===== config.mk =====
export PLATFORM = sky130hd
export DESIGN_NAME = positional_list_engine_core
export DESIGN_NICKNAME = d
export VERILOG_FILES = /design/src/rtl/plist_pkg.sv /design/src/rtl/positional_list_engine_core.sv /design/src/rtl/plist_ram.sv /design/src/rtl/plist_ctrl.sv
export SDC_FILE = /design/constraint.sdc
export NUM_CORES = 2
export LEC_CHECK = 0
export ABC_AREA = 1
export BUFFER_PORTS_ARGS = -buffer_cell sky130_fd_sc_hd__clkbuf_2
export CAP_MARGIN = 20
export CORE_UTILIZATION = 45
export CTS_CLUSTER_SIZE = 24
export DETAILED_ROUTE_END_ITERATION = 10
export GPL_ROUTABILITY_DRIVEN = 0
export PLACE_DENSITY = 0.57
export SLEW_MARGIN = 20
export SYNTH_ARGS = -nofsm -noshare
export SYNTH_HDL_FRONTEND = slang
export SYNTH_SLANG_ARGS = --single-unit

===== constraint.sdc =====
create_clock -name clk -period 12.26 [get_ports clk]
set_clock_uncertainty 0.2 [all_clocks]
set_input_delay 2.452 -clock clk [delete_from_list [all_inputs] [get_ports clk]]
set_output_delay 2.452 -clock clk [all_outputs]
set_load 0.02 [all_outputs]

===== src/rtl/plist_pkg.sv =====
// Shared types and codes for the positional list engine.
package plist_pkg;

    localparam int WORD_W = 32;
    localparam int OP_W   = 3;
    localparam int POS_W  = 6;
    localparam int STAT_W = 2;
    localparam int LEN_W  = 7;

    // Operation codes.
    localparam logic [OP_W-1:0] OP_INS_HEAD  = 3'd0;
    localparam logic [OP_W-1:0] OP_INS_MID   = 3'd1;
    localparam logic [OP_W-1:0] OP_INS_TAIL  = 3'd2;
    localparam logic [OP_W-1:0] OP_DEL_HEAD  = 3'd3;
    localparam logic [OP_W-1:0] OP_DEL_MID   = 3'd4;
    localparam logic [OP_W-1:0] OP_DEL_TAIL  = 3'd5;
    localparam logic [OP_W-1:0] OP_DEL_INDEX = 3'd6;
    // Spare code: leaves the list alone and reports OK.
    localparam logic [OP_W-1:0] OP_UNUSED    = 3'd7;

    // Status codes.
    localparam logic [STAT_W-1:0] ST_OK    = 2'd0;
    localparam logic [STAT_W-1:0] ST_EMPTY = 2'd1;
    localparam logic [STAT_W-1:0] ST_FULL  = 2'd2;
    localparam logic [STAT_W-1:0] ST_RANGE = 2'd3;

    typedef struct packed {
        logic [OP_W-1:0]          operation;
        logic signed [WORD_W-1:0] value;
        logic [POS_W-1:0]         position;
    } plist_req_t;

    typedef struct packed {
        logic [STAT_W-1:0]        status;
        logic [LEN_W-1:0]         length;
        logic signed [WORD_W-1:0] removed_value;
    } plist_rsp_t;

endpackage


===== src/rtl/positional_list_engine_core.sv =====
// Top level of the positional list engine: sequencer plus list storage RAM.
//
// A request is taken at a rising clock edge where start is high and busy is
// low. It carries an operation code, a word to insert and an index for the
// delete-at-index operation. Each request produces exactly one result: done
// is high for one cycle while result holds the status, the new length and
// the removed word. The receiver cannot hold a result off.
//
// The list lives in one RAM with a registered read port, read and written
// one entry per cycle. With k = n - position, an insert moves k entries up
// and a delete reads k entries, keeps the first and moves the rest down.
// An insert at the tail (k = 0) moves nothing and only writes the new word;
// rejected requests (full, empty, out of range) and the unused code leave
// the RAM alone. busy is low whenever done is high, so the next request can
// be taken at the edge that takes the result.
//
// Reset empties the list at once; no clearing pass runs, since entries
// outside the current length are never read.
module positional_list_engine_core #(
    parameter int DEPTH = 64
) (
    input  logic                  clk,
    input  logic                  rst_n,
    input  logic                  start,
    input  plist_pkg::plist_req_t request,
    output logic                  busy,
    output logic                  done,
    output plist_pkg::plist_rsp_t result
);

    import plist_pkg::*;

    localparam int AW = $clog2(DEPTH);

    // RAM port signals between the sequencer and the list storage.
    logic              ram_we;
    logic [AW-1:0]     ram_waddr;
    logic [WORD_W-1:0] ram_wdata;
    logic              ram_re;
    logic [AW-1:0]     ram_raddr;
    logic [WORD_W-1:0] ram_rdata;

    // The sequencer decodes each request, checks it against the current
    // length and runs the shift through the RAM.
    plist_ctrl #(
        .DEPTH (DEPTH)
    ) u_ctrl (
        .clk       (clk),
        .rst_n     (rst_n),
        .start     (start),
        .request   (request),
        .busy      (busy),
        .done      (done),
        .result    (result),
        .ram_we    (ram_we),
        .ram_waddr (ram_waddr),
        .ram_wdata (ram_wdata),
        .ram_re    (ram_re),
        .ram_raddr (ram_raddr),
        .ram_rdata (ram_rdata)
    );

    // List storage, one word per position.
    plist_ram #(
        .WIDTH (WORD_W),
        .DEPTH (DEPTH)
    ) u_ram (
        .clk   (clk),
        .we    (ram_we),
        .waddr (ram_waddr),
        .wdata (ram_wdata),
        .re    (ram_re),
        .raddr (ram_raddr),
        .rdata (ram_rdata)
    );

endmodule


===== src/rtl/plist_ram.sv =====
// Generic simple dual-port RAM with one write port and a registered read port.
module plist_ram #(
    parameter int WIDTH = 32,
    parameter int DEPTH = 64
) (
    input  logic                     clk,
    input  logic                     we,
    input  logic [$clog2(DEPTH)-1:0] waddr,
    input  logic [WIDTH-1:0]         wdata,
    input  logic                     re,
    input  logic [$clog2(DEPTH)-1:0] raddr,
    output logic [WIDTH-1:0]         rdata
);

    logic [WIDTH-1:0] store_reg [DEPTH];
    logic [WIDTH-1:0] rdata_reg;

    always_ff @(posedge clk)
    begin
        if (we)
        begin
            store_reg[waddr] <= wdata;
        end
        if (re)
        begin
            rdata_reg <= store_reg[raddr];
        end
    end

    assign rdata = rdata_reg;

endmodule


===== src/rtl/plist_ctrl.sv =====
// Sequencer that decodes list requests and shifts entries through the RAM.
module plist_ctrl #(
    parameter int DEPTH = 64,
    localparam int AW = $clog2(DEPTH),
    localparam int CW = $clog2(DEPTH + 1)
) (
    input  logic                         clk,
    input  logic                         rst_n,
    input  logic                         start,
    input  plist_pkg::plist_req_t        request,
    output logic                         busy,
    output logic                         done,
    output plist_pkg::plist_rsp_t        result,
    output logic                         ram_we,
    output logic [AW-1:0]                ram_waddr,
    output logic [plist_pkg::WORD_W-1:0] ram_wdata,
    output logic                         ram_re,
    output logic [AW-1:0]                ram_raddr,
    input  logic [plist_pkg::WORD_W-1:0] ram_rdata
);

    import plist_pkg::*;

    typedef enum logic [2:0] {
        S_IDLE = 3'b001,
        S_INS  = 3'b010,
        S_DEL  = 3'b100
    } state_t;

    state_t              state_reg, state_next;
    logic [CW-1:0]       count_reg, count_next;
    logic                issue_reg, issue_next;
    logic                pend_reg, pend_next;
    logic                done_reg, done_next;
    logic [AW-1:0]       rd_addr_reg, rd_addr_next;
    logic [AW-1:0]       at_reg, at_next;
    logic [AW-1:0]       last_reg, last_next;
    logic [AW-1:0]       pend_addr_reg, pend_addr_next;
    logic [WORD_W-1:0]   value_reg, value_next;
    logic [WORD_W-1:0]   removed_reg, removed_next;
    plist_rsp_t          rsp_reg, rsp_next;

    logic [CW-1:0]       ins_at;
    logic [31:0]         del_at;
    logic                is_insert;

    // Target position for each kind of operation, from the current count or, for delete at index, the request.
    always_comb
    begin
        ins_at    = '0;
        del_at    = '0;
        is_insert = 1'b0;
        unique case (request.operation)
            OP_INS_HEAD:
            begin
                ins_at    = '0;
                is_insert = 1'b1;
            end
            OP_INS_MID:
            begin
                ins_at    = (count_reg == CW'(1)) ? count_reg : (count_reg >> 1);
                is_insert = 1'b1;
            end
            OP_INS_TAIL:
            begin
                ins_at    = count_reg;
                is_insert = 1'b1;
            end
            OP_DEL_HEAD:  del_at = '0;
            OP_DEL_MID:   del_at = (count_reg <= CW'(1)) ? '0 : 32'(count_reg >> 1);
            OP_DEL_TAIL:  del_at = 32'(count_reg) - 32'd1;
            OP_DEL_INDEX: del_at = 32'(request.position);
            default:      del_at = '0;
        endcase
    end

    always_comb
    begin
        state_next     = state_reg;
        count_next     = count_reg;
        issue_next     = issue_reg;
        pend_next      = 1'b0;
        done_next      = 1'b0;
        rd_addr_next   = rd_addr_reg;
        at_next        = at_reg;
        last_next      = last_reg;
        pend_addr_next = rd_addr_reg;
        value_next     = value_reg;
        removed_next   = removed_reg;
        rsp_next       = rsp_reg;
        ram_we         = 1'b0;
        ram_waddr      = pend_addr_reg;
        ram_wdata      = ram_rdata;
        ram_re         = 1'b0;
        ram_raddr      = rd_addr_reg;

        unique case (state_reg)
            S_IDLE:
            begin
                if (start)
                begin
                    value_next            = request.value;
                    rsp_next.status       = ST_OK;
                    rsp_next.length       = LEN_W'(count_reg);
                    rsp_next.removed_value = '0;
                    if (request.operation == OP_UNUSED)
                    begin
                        // Unused code: report success without touching the list.
                        done_next = 1'b1;
                    end
                    else if (is_insert)
                    begin
                        if (count_reg >= CW'(DEPTH))
                        begin
                            rsp_next.status = ST_FULL;
                            done_next       = 1'b1;
                        end
                        else
                        begin
                            at_next      = AW'(ins_at);
                            rd_addr_next = AW'(count_reg - CW'(1));
                            issue_next   = (ins_at != count_reg);
                            state_next   = S_INS;
                        end
                    end
                    else if (count_reg == '0)
                    begin
                        rsp_next.status = ST_EMPTY;
                        done_next       = 1'b1;
                    end
                    else if (del_at >= 32'(count_reg))
                    begin
                        rsp_next.status = ST_RANGE;
                        done_next       = 1'b1;
                    end
                    else
                    begin
                        at_next      = AW'(del_at);
                        rd_addr_next = AW'(del_at);
                        last_next    = AW'(count_reg - CW'(1));
                        issue_next   = 1'b1;
                        state_next   = S_DEL;
                    end
                end
            end

            S_INS:
            begin
                // Read downward from the tail; each word lands one place higher.
                ram_re         = issue_reg;
                pend_next      = issue_reg;
                pend_addr_next = rd_addr_reg;
                if (issue_reg)
                begin
                    if (rd_addr_reg == at_reg)
                    begin
                        issue_next = 1'b0;
                    end
                    else
                    begin
                        rd_addr_next = rd_addr_reg - AW'(1);
                    end
                end
                if (pend_reg)
                begin
                    ram_we    = 1'b1;
                    ram_waddr = pend_addr_reg + AW'(1);
                    ram_wdata = ram_rdata;
                end
                else if (!issue_reg)
                begin
                    ram_we                 = 1'b1;
                    ram_waddr              = at_reg;
                    ram_wdata              = value_reg;
                    count_next             = count_reg + CW'(1);
                    rsp_next.status        = ST_OK;
                    rsp_next.length        = LEN_W'(count_reg + CW'(1));
                    rsp_next.removed_value = '0;
                    done_next              = 1'b1;
                    state_next             = S_IDLE;
                end
            end

            S_DEL:
            begin
                // Read upward from the target; the first word is the one removed.
                ram_re         = issue_reg;
                pend_next      = issue_reg;
                pend_addr_next = rd_addr_reg;
                if (issue_reg)
                begin
                    if (rd_addr_reg == last_reg)
                    begin
                        issue_next = 1'b0;
                    end
                    else
                    begin
                        rd_addr_next = rd_addr_reg + AW'(1);
                    end
                end
                if (pend_reg)
                begin
                    if (pend_addr_reg == at_reg)
                    begin
                        removed_next = ram_rdata;
                    end
                    else
                    begin
                        ram_we    = 1'b1;
                        ram_waddr = pend_addr_reg - AW'(1);
                        ram_wdata = ram_rdata;
                    end
                end
                else if (!issue_reg)
                begin
                    count_next             = count_reg - CW'(1);
                    rsp_next.status        = ST_OK;
                    rsp_next.length        = LEN_W'(count_reg - CW'(1));
                    rsp_next.removed_value = removed_reg;
                    done_next              = 1'b1;
                    state_next             = S_IDLE;
                end
            end

            default:
            begin
                state_next = S_IDLE;
            end
        endcase
    end

    always_ff @(posedge clk or negedge rst_n)
    begin
        if (!rst_n)
        begin
            state_reg <= S_IDLE;
            count_reg <= '0;
            issue_reg <= 1'b0;
            pend_reg  <= 1'b0;
            done_reg  <= 1'b0;
        end
        else
        begin
            state_reg <= state_next;
            count_reg <= count_next;
            issue_reg <= issue_next;
            pend_reg  <= pend_next;
            done_reg  <= done_next;
        end
    end

    always_ff @(posedge clk)
    begin
        rd_addr_reg   <= rd_addr_next;
        at_reg        <= at_next;
        last_reg      <= last_next;
        pend_addr_reg <= pend_addr_next;
        value_reg     <= value_next;
        removed_reg   <= removed_next;
        rsp_reg       <= rsp_next;
    end

    assign busy   = (state_reg != S_IDLE);
    assign done   = done_reg;
    assign result = rsp_reg;

endmodule

# After elaboration in Yosys (flattened, before gate mapping)
# Memory sizes are Yosys's and may differ from the RTL's. A register that Yosys moved wholly into a read port is not among the register bits.
# Index checks and enable logic that the tools add are counted.
dict set report word_totals {
  wordCells 155
  mem_bits_rw 2048
  mem_count 1
  output_inout_bits 43
  register_bits 142
}
dict set report classes {
  add_sub_neg 7
  n_reduce_logical 15
  bitwise_logic 4
  n_eq_ne 33
  n_lt_le_gt_ge 3
  n_mux 78
}
# memory depth word_bits rd rd_clocked_by_memory_dff write_ports line_no
set memory_table {}
lappend memory_table {u_ram.store_reg 64 32 1 1 1 plist_ram.sv:15} ;# logic [WIDTH-1:0] store_reg [DEPTH];
# cell count
set ops {}
lappend ops {{two-way mux 41 bit} 5}
lappend ops {{one-hot mux 41 bit (3 select lines)} 1}
lappend ops {{two-way mux 6 bit} 17}
lappend ops {{two-way mux 32 bit} 3}
lappend ops {{one-hot mux 32 bit (3 select lines)} 1}
lappend ops {{two-way mux 7 bit} 5}
lappend ops {{>= comparator 32 x 7 -> 1 bit} 1}
lappend ops {{one-hot mux 7 bit (2 select lines)} 2}
lappend ops {{two-way mux 1 bit} 25}
lappend ops {{two-way mux 3 bit} 8}
lappend ops {{AND reduction 6 bit} 4}
lappend ops {{!= test 2 bit (second input constant)} 11}
lappend ops {{== test 6 bit} 3}
lappend ops {{one-hot mux 6 bit (3 select lines)} 1}
lappend ops {{== test 3 bit (second input constant)} 5}
lappend ops {{adder 6 x 1 -> 6 bit (second input constant)} 2}
lappend ops {{one-hot mux 6 bit (2 select lines)} 1}
lappend ops {{subtractor 6 x 1 -> 6 bit (second input constant)} 2}
lappend ops {{two-way mux 2 bit} 5}
lappend ops {{AND reduction 10 bit} 1}
lappend ops {{!= test 2 x 1 -> 1 bit (second input constant)} 4}
lappend ops {{subtractor 7 x 1 -> 8 bit (second input constant)} 1}
lappend ops {{adder 7 x 1 -> 7 bit (second input constant)} 1}
lappend ops {{== test 7 x 1 -> 1 bit (second input constant)} 1}
lappend ops {{other kinds (23)} 30}

# Longest topological paths before layout
dict set report logic_depth {
  ltp_word 10
  depth_mapped 18
}

# Cells and area by module
# Synthesis repeated with hierarchy kept, for this count alone.
dict set report hier_totals {
  hier_cells 7452
  hier_area_um2 90289.1
}
# mod area_per_inst_um2 cells_per_inst seq_area_each_um2 instances
set by_module_without_submodules {}
lappend by_module_without_submodules {plist_ram 83106.0 6785 62459.9 1}
lappend by_module_without_submodules {plist_ctrl 7183.1 667 4140.2 1}

# Least setup slack after synthesis
# No wires, ideal clock.
dict set report synth_timing {
  path_kind {input to register}
  from {input start}
  to {register u_ctrl.rsp_reg (netlist bit u_ctrl.result[0]), enable pin}
  path_stages 4
  slack_ns 5.814
  required_time_ns 11.620
  arrival_time_ns 5.806
  setup_time_ns 0.440
  cell_sequence {inv_1 nor2_1 nor2_1 nor2_1}
}
dict set report synth_via {
  elab_chain_len 2
}
# item line_no
set synth_rtl {}
lappend synth_rtl {{from (decl)} positional_list_engine_core.sv:24} ;# input logic start,
lappend synth_rtl {{!= test 2 bit (no line)} --}
lappend synth_rtl {{AND reduction 6 bit (no line)} --}
lappend synth_rtl {{to (signal assigned)} plist_ctrl.sv:260} ;# rsp_reg <= rsp_next;
lappend synth_rtl {{to (decl)} plist_ctrl.sv:41} ;# plist_rsp_t rsp_reg, rsp_next;
# No other way between the ends.
# A chain may end at the register's enable or synchronous reset.

==> impl_results.md <==
- Setup bufs post-CTS: 0
- CTS tree: yes
- Die footprint: 198600 um2
- Final worst-path cycle share: 45.07%
- Setup TNS: 0 ns
- # setup viols final: 0
- Grt ovf: 0
- Num CTS Buffers: 217
- Fmax: ~180 MHz
- Crit end category: flop
- Clock Pin Slew Worst Setup and Hold Paths: 0.06 ns
- H-tree level count: 4
- Pleak: 32.01 nW
- CP Data Arrival Time: about 6 ns
- Post-route ant nets: 0
- Area grow syn2layout: 11.58%
- Later-pin clock latency in the skew report: 0.88 ns
- Critical Path Source Type: flop
- Root Buffer: clkbuf_16
- IO Pins: 87
- Critical path fanouts, max: around 260
- Post-Synthesis Cell Area: 88560 um2
- Post-cts hold buffer count: 0
- Commonest non-fill, non-tap cell in the layout: edfxtp_1
- Filler Cell Count: 16580
- Fraction of layout cells with a size suffix above 1: 9.752%
- Max cap viols: 0
- Synth unique cells: 54
- Avg Cell Area, Syn: 12.93 um2
- Layout net count: 6899
- Core region area: between 150000 and 200000 um2
- Final Max Slew Viols: 0
- Die Width: 445.6 um
- Longest Clk Path Bufs: 3
- Finished Cell Area: ~99000 um2
- Vias in the first global route: around 53000
- Post-DR vias/cell: 5.952
- Total Wirelength: roughly 260000 um
- Max FFs per register: 2048
- Worst slew margin: 27.79%
- Most frequent cells in the layout: 2203 x edfxtp_1, 1152 x nor2_1, 1061 x o21ai_0
- Initial antenna violation count: 4
- First-pass GRT wire length: 374300 um
- Yosys warns: 0
- Clk sink count: 2222
- Crit path largest cell delay: 0.78 ns
- Worst hold path type: reg -> reg
- Post-DP Area: a little over 90000 um2
- Post-synth EDFFs: 2203
- Cell Pwr Density: 224.9 nW/um2
- Crit-path cells: buf_4 -> inv_16 -> buf_12 -> buf_4 -> buf_4 -> o21ai_0 -> o22ai_1 -> nand2_1 -> nand3_1 -> nand3_1 -> a21oi_1 -> or2_1
- Post-synth ARST share: 0.5851%
- Yosys reg bits: around 2200
- Worst-margin pin slew: 1.083 ns
- Total Power: 22.22 mW
- Ys flop type: edfxtp_1
- Post-DP HPWL: approximately 130000 um
- Crit path required time: 12.79 ns
- Post-synthesis sequential area ratio: roughly 75%
- # port buffers: 86
- DR pass1 iterations: 7
- Initial Util: 45.37%
- Post-CTS Resized: 0
- Final hold violations: 0
- GR Util All Layers: 25.81%
- DRT iter0 DRCs: 7046
- Cells after synthesis: 6848
- Core Rows: 162
- Cell mode on critical path: buf_4
- Status: completed
- Fin crit period: 5.525 ns
- Routed length per instance: 26.93 um
- Worst Path Class, Setup: reg -> reg
- VDD IR max: 0.2202 mV
- Die H: 445.6 um
- Slowest-stage cell, CP: buf_4
- Syn Nets: 6910
- Largest net degree at the start of global routing: 262
- RSZ-0062 raised after global routing: false
- Routed vias: ~57000
- Final routed DRC violation total: 0
[cell type report]
type | instances | area (um2) | share of cell area [%]
antenna | 4 | 10.01 | 0.01013
sequential | 2222 | 66600 | 67.40
timing repair buffer | 236 | 1669 | 1.689
tap | 2624 | 3283 | 3.323
multi-input combinational | 4055 | 19970 | 20.21
inverter | 105 | 435.4 | 0.4407
clock inverter | 96 | 998.5 | 1.010
clock buffer | 290 | 5847 | 5.917
[logic make-up (layout without fill, tap and decap cells)]
family,count (synthesis),in the layout,share of synthesized area [%]
AND/OR/NAND/NOR,2229,2229,10.27
flip-flops,2222,2222,75.21
AO/OA/AOI/OAI,1755,1755,10.82
buffers and inverters,571,727,2.826
multiplexers,33,33,0.4182
XOR/XNOR,20,20,0.1978
adder cells (fa/ha/maj),18,18,0.2628
other,0,4,0
[Yosys cell counts, drive strengths merged (2+ instances only)]
cell type / n / share of area (%)
nor2: 1225 / 5.2
o31ai: 2 / 0.017
dfxtp: 6 / 0.14
nand2: 614 / 2.6
o21ai: 1110 / 6.3
nand4: 9 / 0.071
o211ai: 8 / 0.073
buf: 183 / 1.2
clkinv: 4 / 0.017
clkbuf: 283 / 1.2
xor2: 12 / 0.12
ha: 17 / 0.24
a22oi: 2 / 0.017
a31oi: 3 / 0.021
xnor2: 8 / 0.079
inv: 101 / 0.44
or2: 24 / 0.17
o2111ai: 2 / 0.020
o221ai: 9 / 0.089
mux2: 32 / 0.41
o22ai: 533 / 3.8
dfrtp: 12 / 0.34
edfxtp: 2203 / 75
nor3: 12 / 0.073
nand3: 342 / 2.0
a21oi: 84 / 0.50
[worst paths after layout]
check / startpoint / endpoint / slack (ns) / cells after the start
worst min-delay path: u_ram.rdata[0]$_DFFE_PP_ / u_ctrl.removed_reg[0]$_DFFE_PP_ / 0.28 / 0
worst min register to register: u_ram.rdata[0]$_DFFE_PP_ / u_ctrl.removed_reg[0]$_DFFE_PP_ / 0.28 / 0
worst max-delay path: u_ctrl.ram_raddr[0]$_DFFE_PP_ / u_ram.rdata[30]$_DFFE_PP_ / 6.73 / 12
max in group asynchronous: rst_n / u_ctrl.state_reg[0]$_DFFE_PN1P_ / 10.26 / 1
min in group asynchronous: rst_n / u_ctrl.state_reg[2]$_DFFE_PN0P_ / 1.28 / 1
worst max register to register: u_ctrl.ram_raddr[0]$_DFFE_PP_ / u_ram.rdata[30]$_DFFE_PP_ / 6.73 / 12
[metrics by stage]
stage	hold WS, ns	instances	setup slack, ns	util [%]
after floorplan	0.1462	6848	5.814	-
after global placement	0.2554	9241	6.547	47.10
after detailed placement	0.2615	9242	6.620	47.11
after CTS	0.2771	9628	6.961	50.62
after global routing	0.2870	9628	6.466	50.62
final	0.2788	9632	6.735	50.62
[critical path: cells and delay by family (launching register included)]
family | cells | cell delay (ns)
buffers and inverters | 5 | 3.20
AOI/OAI and AO/OA | 3 | 0.51
and+or+nand+nor | 4 | 0.49
DFF | 1 | 0.38
[power breakdown]
| group | switching (mW) | leakage (nW) | internal (mW) |
|---|---|---|---|
| Clock | 2.85 | 3.33 | 3.62 |
| Sequential | 0.125 | 20.1 | 8.74 |
| Combinational | 5.15 | 8.61 | 1.75 |
[metal layers]
layer  track usage, %  vias up  wire length (um)
met5                0        -                 0
met4            7.069        0              6241
met3            4.145      361             25500
met2            38.88     2799            115800
met1            38.81    28960            111800
li1                 -    25210                 -
No activity file was read; power rests on OpenSTA's default activity.
